### config.mk
export PLATFORM = sky130hd
export DESIGN_NAME = pcmf_div
export DESIGN_NICKNAME = d
export VERILOG_FILES = /design/src/rtl/core/pcmf_pkg.sv /design/src/rtl/core/pcmf_div.sv
export SDC_FILE = /design/constraint.sdc
export NUM_CORES = 2
export LEC_CHECK = 0
export ABC_AREA = 0
export BUFFER_PORTS_ARGS = -buffer_cell sky130_fd_sc_hd__buf_2
export CORE_MARGIN = 1.5
export CORE_UTILIZATION = 44
export DETAILED_ROUTE_END_ITERATION = 10
export GPL_TIMING_DRIVEN = 1
export SLEW_MARGIN = 20
export SYNTH_ARGS = -nofsm -noshare
export SYNTH_HDL_FRONTEND = slang
export SYNTH_SLANG_ARGS = --single-unit
### constraint.sdc
create_clock -name clk -period 3.2 [get_ports clk]
set_input_delay 0.64 -clock clk [delete_from_list [all_inputs] [get_ports clk]]
set_output_delay 0.64 -clock clk [all_outputs]
set_load 0.005 [all_outputs]
### src/rtl/core/pcmf_pkg.sv
package pcmf_pkg;

  localparam int COEF_WIDTH_DEF     = 16;
  localparam int COEF_FRAC_BITS_DEF = 12;

  localparam int NUM_CH    = 4;   // R, G, B, A lanes
  localparam int DEN_W     = 9;   // divisor: 2*alpha, or 1 on the alpha lane
  localparam int CFG_IDX_W = 3;
  localparam int CFG_W     = 64;

  typedef enum logic [CFG_IDX_W-1:0] {
    CFG_RED_WEIGHTS   = 3'd0,
    CFG_GREEN_WEIGHTS = 3'd1,
    CFG_BLUE_WEIGHTS  = 3'd2,
    CFG_ALPHA_WEIGHTS = 3'd3,
    CFG_OFFSETS       = 3'd4
  } cfg_idx_t;

  localparam logic [CFG_W-1:0] RED_WEIGHTS_RST   = 64'd4096;
  localparam logic [CFG_W-1:0] GREEN_WEIGHTS_RST = 64'd268435456;
  localparam logic [CFG_W-1:0] BLUE_WEIGHTS_RST  = 64'd17592186044416;
  localparam logic [CFG_W-1:0] ALPHA_WEIGHTS_RST = 64'd1152921504606846976;
  localparam logic [CFG_W-1:0] OFFSETS_RST       = 64'd0;

endpackage

### src/rtl/core/pcmf_div.sv
// Pipelined restoring divider, four lanes, one quotient bit per stage.
// Requires num < den * 2^QW so the top bits start below the divisor.
module pcmf_div #(
  parameter int QW = pcmf_pkg::COEF_FRAC_BITS_DEF + 1
) (
  input  logic                                           clk,
  input  logic                                           rst_n,
  input  logic                                           in_valid,
  input  logic [pcmf_pkg::NUM_CH-1:0][QW+7:0]            in_num,
  input  logic [pcmf_pkg::NUM_CH-1:0][pcmf_pkg::DEN_W-1:0] in_den,
  output logic                                           out_valid,
  output logic [pcmf_pkg::NUM_CH-1:0][QW-1:0]            out_quo
);
  import pcmf_pkg::*;

  logic [NUM_CH-1:0][DEN_W-1:0] rem_r   [QW];
  logic [NUM_CH-1:0][DEN_W-1:0] rem_nxt [QW];
  logic [NUM_CH-1:0][DEN_W-1:0] den_r   [QW];
  logic [NUM_CH-1:0][QW-1:0]    nq_r    [QW];
  logic [NUM_CH-1:0][QW-1:0]    nq_nxt  [QW];
  logic [QW-1:0]                vld_r;

  logic [NUM_CH-1:0][DEN_W-1:0] rem_in  [QW];
  logic [NUM_CH-1:0][DEN_W-1:0] den_in  [QW];
  logic [NUM_CH-1:0][QW-1:0]    nq_in   [QW];
  logic [QW-1:0]                vld_in;

  genvar s, l;
  generate
    for (s = 0; s < QW; s++) begin : g_step
      if (s == 0) begin : g_first
        for (l = 0; l < NUM_CH; l++) begin : g_lane
          assign rem_in[0][l] = {1'b0, in_num[l][QW+7:QW]};
          assign nq_in[0][l]  = in_num[l][QW-1:0];
        end
        assign den_in[0] = in_den;
        assign vld_in[0] = in_valid;
      end else begin : g_next
        assign rem_in[s] = rem_r[s-1];
        assign nq_in[s]  = nq_r[s-1];
        assign den_in[s] = den_r[s-1];
        assign vld_in[s] = vld_r[s-1];
      end

      always_comb begin : c_step
        logic [DEN_W:0] t;
        logic [DEN_W:0] diff;
        logic           ge;
        for (int k = 0; k < NUM_CH; k++) begin
          t    = {rem_in[s][k], nq_in[s][k][QW-1]};
          diff = t - {1'b0, den_in[s][k]};
          ge   = (t >= {1'b0, den_in[s][k]});
          rem_nxt[s][k] = ge ? diff[DEN_W-1:0] : t[DEN_W-1:0];
          nq_nxt[s][k]  = {nq_in[s][k][QW-2:0], ge};
        end
      end

      always_ff @(posedge clk) begin
        if (!rst_n) begin
          vld_r[s] <= 1'b0;
        end else begin
          vld_r[s] <= vld_in[s];
        end
        rem_r[s] <= rem_nxt[s];
        nq_r[s]  <= nq_nxt[s];
        den_r[s] <= den_in[s];
      end
    end
  endgenerate

  assign out_valid = vld_r[QW-1];
  assign out_quo   = nq_r[QW-1];

endmodule

Word-level counts from Yosys, hierarchy flattened
Memory sizes are Yosys's and may differ from the RTL's. Cells that the tools add are included.

Bits in latches: 0. Output and inout bits: 53. ROM bits: 0. Bits of input ports: 123. Word-level logic and storage cells: 172. Memories: 3. Flip-flop bits (word level): 13. Bits in writable memories: 1612.

Memories: nq_r (words 13, width 52, rd ports 13, clocked after Yosys merged registers in 0, wr ports 13, line pcmf_div.sv:19) `logic [NUM_CH-1:0][QW-1:0] nq_r [QW];`; den_r (words 13, width 36, rd ports 12, clocked after Yosys merged registers in 0, wr ports 13, line pcmf_div.sv:18) `logic [NUM_CH-1:0][DEN_W-1:0] den_r [QW];`; rem_r (words 13, width 36, rd ports 12, clocked after Yosys merged registers in 0, wr ports 13, line pcmf_div.sv:16) `logic [NUM_CH-1:0][DEN_W-1:0] rem_r [QW];`.

Muxes and demuxes: 52. Shifts and indexed selects: 0. Reduce and logical (&&, ||, !) cells: 0. Bitwise gates (word level): 0. Order comparisons: 52. Eq/ne operators: 0. Multiply operators: 0. $add $sub $neg: 52. Divide/modulo/power cells: 0.

Operators by type and width (count): greater-or-equal comparator 10 x 9 -> 1 bit (48); two-way mux 9 bit (52); subtractor 9 bit (52); greater-or-equal comparator 9 bit (4).

Longest topological paths before layout
An unclocked memory read counts as a cell.

Depth after elaboration: 3. Gate-level depth with buffers: 11. Depth with buffers taken out: 10.

Worst setup path after synthesis
No wires, ideal clock.

Path type: input to register. Start: in in_num[12] in the netlist's numbering. End: mem rem_r[0][2] in the netlist's numbering. Cell stages on the path: 7. Arrival time: 2.374 ns. Path slack: 0.705 ns. Data required time: 3.079 ns. Path buffers: 0. Library setup time: 0.121 ns. Path through: inv_1 -> ha_1 -> nand2b_1 -> a21o_1 -> a211o_1 -> a211oi_4 -> mux2_2.

RTL lines: start, declared (line pcmf_div.sv:9) `input logic [pcmf_pkg::NUM_CH-1:0][QW+7:0] in_num,`; end, declared (line pcmf_div.sv:16).

==> impl_metrics.env <==
export IMPL_firstDrtPassIters=5
export IMPL_synth_top_family_by_area="adder cells"
export IMPL_synth_flop_cell="dfxtp_1"
export IMPL_cts_buffers=159
export IMPL_grt_pass1_vias=34570
export IMPL_layout_drive_gt1_share=0.1567
export IMPL_synth_top_cells_by_area="dfxtp_1 55%, ha_1 10%, mux2_2 6.5%, inv_1 4.0%, xnor2_1 3.2%"
export IMPL_syn_inst=4901
export IMPL_syn_nets=5540
export IMPL_power_density_mw_per_mm2=1066
export IMPL_whs_ns=0.09309
export IMPL_final_max_slew_viol_count=0
export IMPL_critPathMaxFanout=6
export IMPL_final_cells=7108
export IMPL_clock_sinks=1553
export IMPL_tns_ns=0
export IMPL_route_detailed_drc=0
export IMPL_ant_nets=0
export IMPL_die_area_mm2=0.1312
export IMPL_post_cts_buffers=0
export IMPL_async_reset_ff_frac=0
export IMPL_drt_total_wl_mm=95.72
export IMPL_yosysTopAreaCell="dfxtp_1"
export IMPL_cts_tree="built"
export IMPL_cts_htree_levels=4
export IMPL_drt_iter0_drc=1018
export IMPL_synth_simple_gate_area_frac=0.05588
export IMPL_avgSynthCellArea_um2=11.59
export IMPL_status="completed"
export IMPL_place_inst=6732
export IMPL_rr_worst_depth=8
export IMPL_antenna_found_initial=5
export IMPL_drv_cap=0
export IMPL_fin_skew_ns=0.01641
export IMPL_setup_viol=0
export IMPL_coreArea_mm2=0.1278
export IMPL_synth_seq_area_share=0.5475
export IMPL_ir_worst_vdd_v=0.0004946
export IMPL_synth_edf_count=0
export IMPL_area_delta_synth_final_pct=16.61
export IMPL_yosysUniqueCellTypes=63
export IMPL_start_util=0.4441
export IMPL_hold_depth=2
export IMPL_muxShareOfSynthArea=0.08003
export IMPL_hold_path_class="input port to flip-flop"
export IMPL_n_fill_cell=11260
export IMPL_overflow=0
export IMPL_slew_headroom=0.5195
export IMPL_clk_latency_ns=0.77
export IMPL_grt_max_degree=17
export IMPL_worst_slew_pin_slew_ns=0.7026
export IMPL_worstPathRequired_ns=3.85
export IMPL_ctsHoldBuffers=84
export IMPL_pin_count=176
export IMPL_routedWlPerCell_um=13.47
export IMPL_dr_total_vias=33990
export IMPL_ys_warn_count=0
export IMPL_synthAdderAreaFrac=0.1200
export IMPL_rsz0062_at_grt="false"
export IMPL_max_freq_mhz=403.9
export IMPL_fp_dieW_um=362.2
export IMPL_fin_nets=5954
export IMPL_rows=131
export IMPL_power_total_w=0.07059
export IMPL_ys_ff_latch=1553
export IMPL_grt_total_usage=0.1464
export IMPL_synth_area_mm2=0.05678
export IMPL_p_leak_nw=29.84
export IMPL_ctsRootBufferMaster="clkbuf_16"
export IMPL_end_kind="flip-flop"
export IMPL_clockBufferDepth=3
export IMPL_crit_type="input port to flip-flop"
export IMPL_period_needed_ns=2.476
export IMPL_synth_top_area_frac=0.5475
export IMPL_dp_hpwl_mm=71.43
export IMPL_die_h_um=362.2
export IMPL_vias_per_cell=4.781
export IMPL_portBuffers=175
export IMPL_clk_pin_slew_worst_paths_ns=0.06
export IMPL_fin_crit_sh=0.7736
export IMPL_critPathLaunchType="input port"
export IMPL_grt_pass1_wl_mm=160.7
export IMPL_hold_viol=0
export IMPL_cts_resized=0
export IMPL_gp_congestion=0.8564
export IMPL_synth_xor_area_frac=0.03949
export IMPL_critPathArrivalTime_ns=3.12
export IMPL_synth_compound_area_frac=0.1157
-- cell type report --
cell class	instances	area (um2)	share of cell area
diodes	2	5.005	0.00007559
clock buffers	216	4566	0.06895
clock inverters	74	1061	0.01602
inverters	608	2282	0.03447
multi-input cells	2726	23350	0.3527
flip-flops and latches	1553	31090	0.4695
well taps	1662	2079	0.03141
repair buffers	267	1777	0.02683
-- synth_stat cells, types with 30 or more instances --
| cell type | instances |
|---|---|
| fa_1 | 48 |
| dfxtp_1 | 1553 |
| xnor2_1 | 205 |
| a21o_1 | 92 |
| nand3_1 | 42 |
| mux2_2 | 327 |
| a31o_2 | 30 |
| xor2_1 | 51 |
| nor2_1 | 191 |
| ha_1 | 468 |
| o31ai_4 | 32 |
| o211ai_1 | 33 |
| o21ai_0 | 136 |
| mux2i_1 | 85 |
| a311oi_1 | 32 |
| nor2b_1 | 36 |
| nand4_1 | 73 |
| a21oi_1 | 284 |
| o31ai_1 | 49 |
| nand2b_1 | 109 |
| inv_1 | 607 |
| a211oi_1 | 62 |
| nand2_1 | 89 |
| o41ai_1 | 32 |
-- kinds of logic after synthesis --
| logic type | count (synthesis) |
|---|---|
| XOR/XNOR | 256 |
| AND/OR/NAND/NOR | 621 |
| adder cells (fa/ha/maj) | 516 |
| multiplexers | 413 |
| AO/OA/AOI/OAI | 920 |
| buffers and inverters | 622 |
| flip-flops | 1553 |
-- through the flow --
stage,utilization,setup slack [ns],area (um2)
5_1_grt,0.5179,0.5757,66210
3_3_place_gp,0.4672,0.4665,59730
4_1_cts,0.5178,0.5598,66200
6_report,0.5179,0.7243,66210
2_1_floorplan,-,0.7049,56780
3_5_place_dp,0.4672,0.4607,59730
-- state kept, by name, indices dropped and copies added, names as in the netlist --
signal / cells
den_r: 432
nq_r: 676
vld_in: 12
out_valid: 1
rem_r: 432
-- metal layers --
layer,global-route usage,up-vias,share of wire
li1,-,17710,-
met1,0.1790,15600,0.47
met2,0.2486,471,0.47
met3,0.03291,195,0.038
met4,0.05964,6,0.029
met5,0,-,0.00046
-- power by group --
part	internal, W	switching, W	leakage (nW)
clock network	0.0118	0.00746	2.72
logic	0.0124	0.0120	14.0
registers	0.0247	0.00231	13.1
-- path summary, 6_finish.rpt --
| path | endpoint | from | slack, ns |
|---|---|---|---|
| setup / recovery | rem_r[0][11]$_DFF_P_ | in_den[9] | 0.72 |
| hold / removal | vld_in[1]$_SDFF_PN0_ | in_valid | 0.09 |
| setup reg to reg | rem_r[1][30]$_DFF_P_ | den_r[0][63]$_DFF_P_ | 0.73 |
| hold reg to reg | nq_r[0][231]$_DFF_P_ | nq_r[0][178]$_DFF_P_ | 0.31 |
-- cells in the final DEF (no fill, tap or decap), types with 22 or more instances in the layout --
cell and count:
o41ai_1 32, nor2_1 191, a21o_1 92, nand2b_1 109
inv_1 607, mux2i_1 85, o21ai_0 136, nand2_1 89
a211oi_1 62, a21boi_0 23, clkbuf_1 22, clkbuf_16 161
dlygate4sd3_1 84, o21a_1 25, o211ai_1 33, xnor2_1 205
ha_1 468, fa_1 48, nand3_1 42, clkbuf_8 33
dfxtp_1 1553, a21oi_1 284, o31ai_1 49, xor2_1 51
nor2b_1 36, a31o_2 30, nand4_1 73, mux2_2 327
a311oi_1 32, buf_2 175, o31ai_4 32
-- critical path: stages --
cell           delay [ns]
dlygate4sd3_1        0.53
buf_2                0.13
ha_1                 0.27
nand2b_1             0.14
a21o_1               0.18
a211o_1              0.34
a211oi_4             0.33
buf_4                0.22
mux2_2               0.33
(Power assumes the default switching activity.)
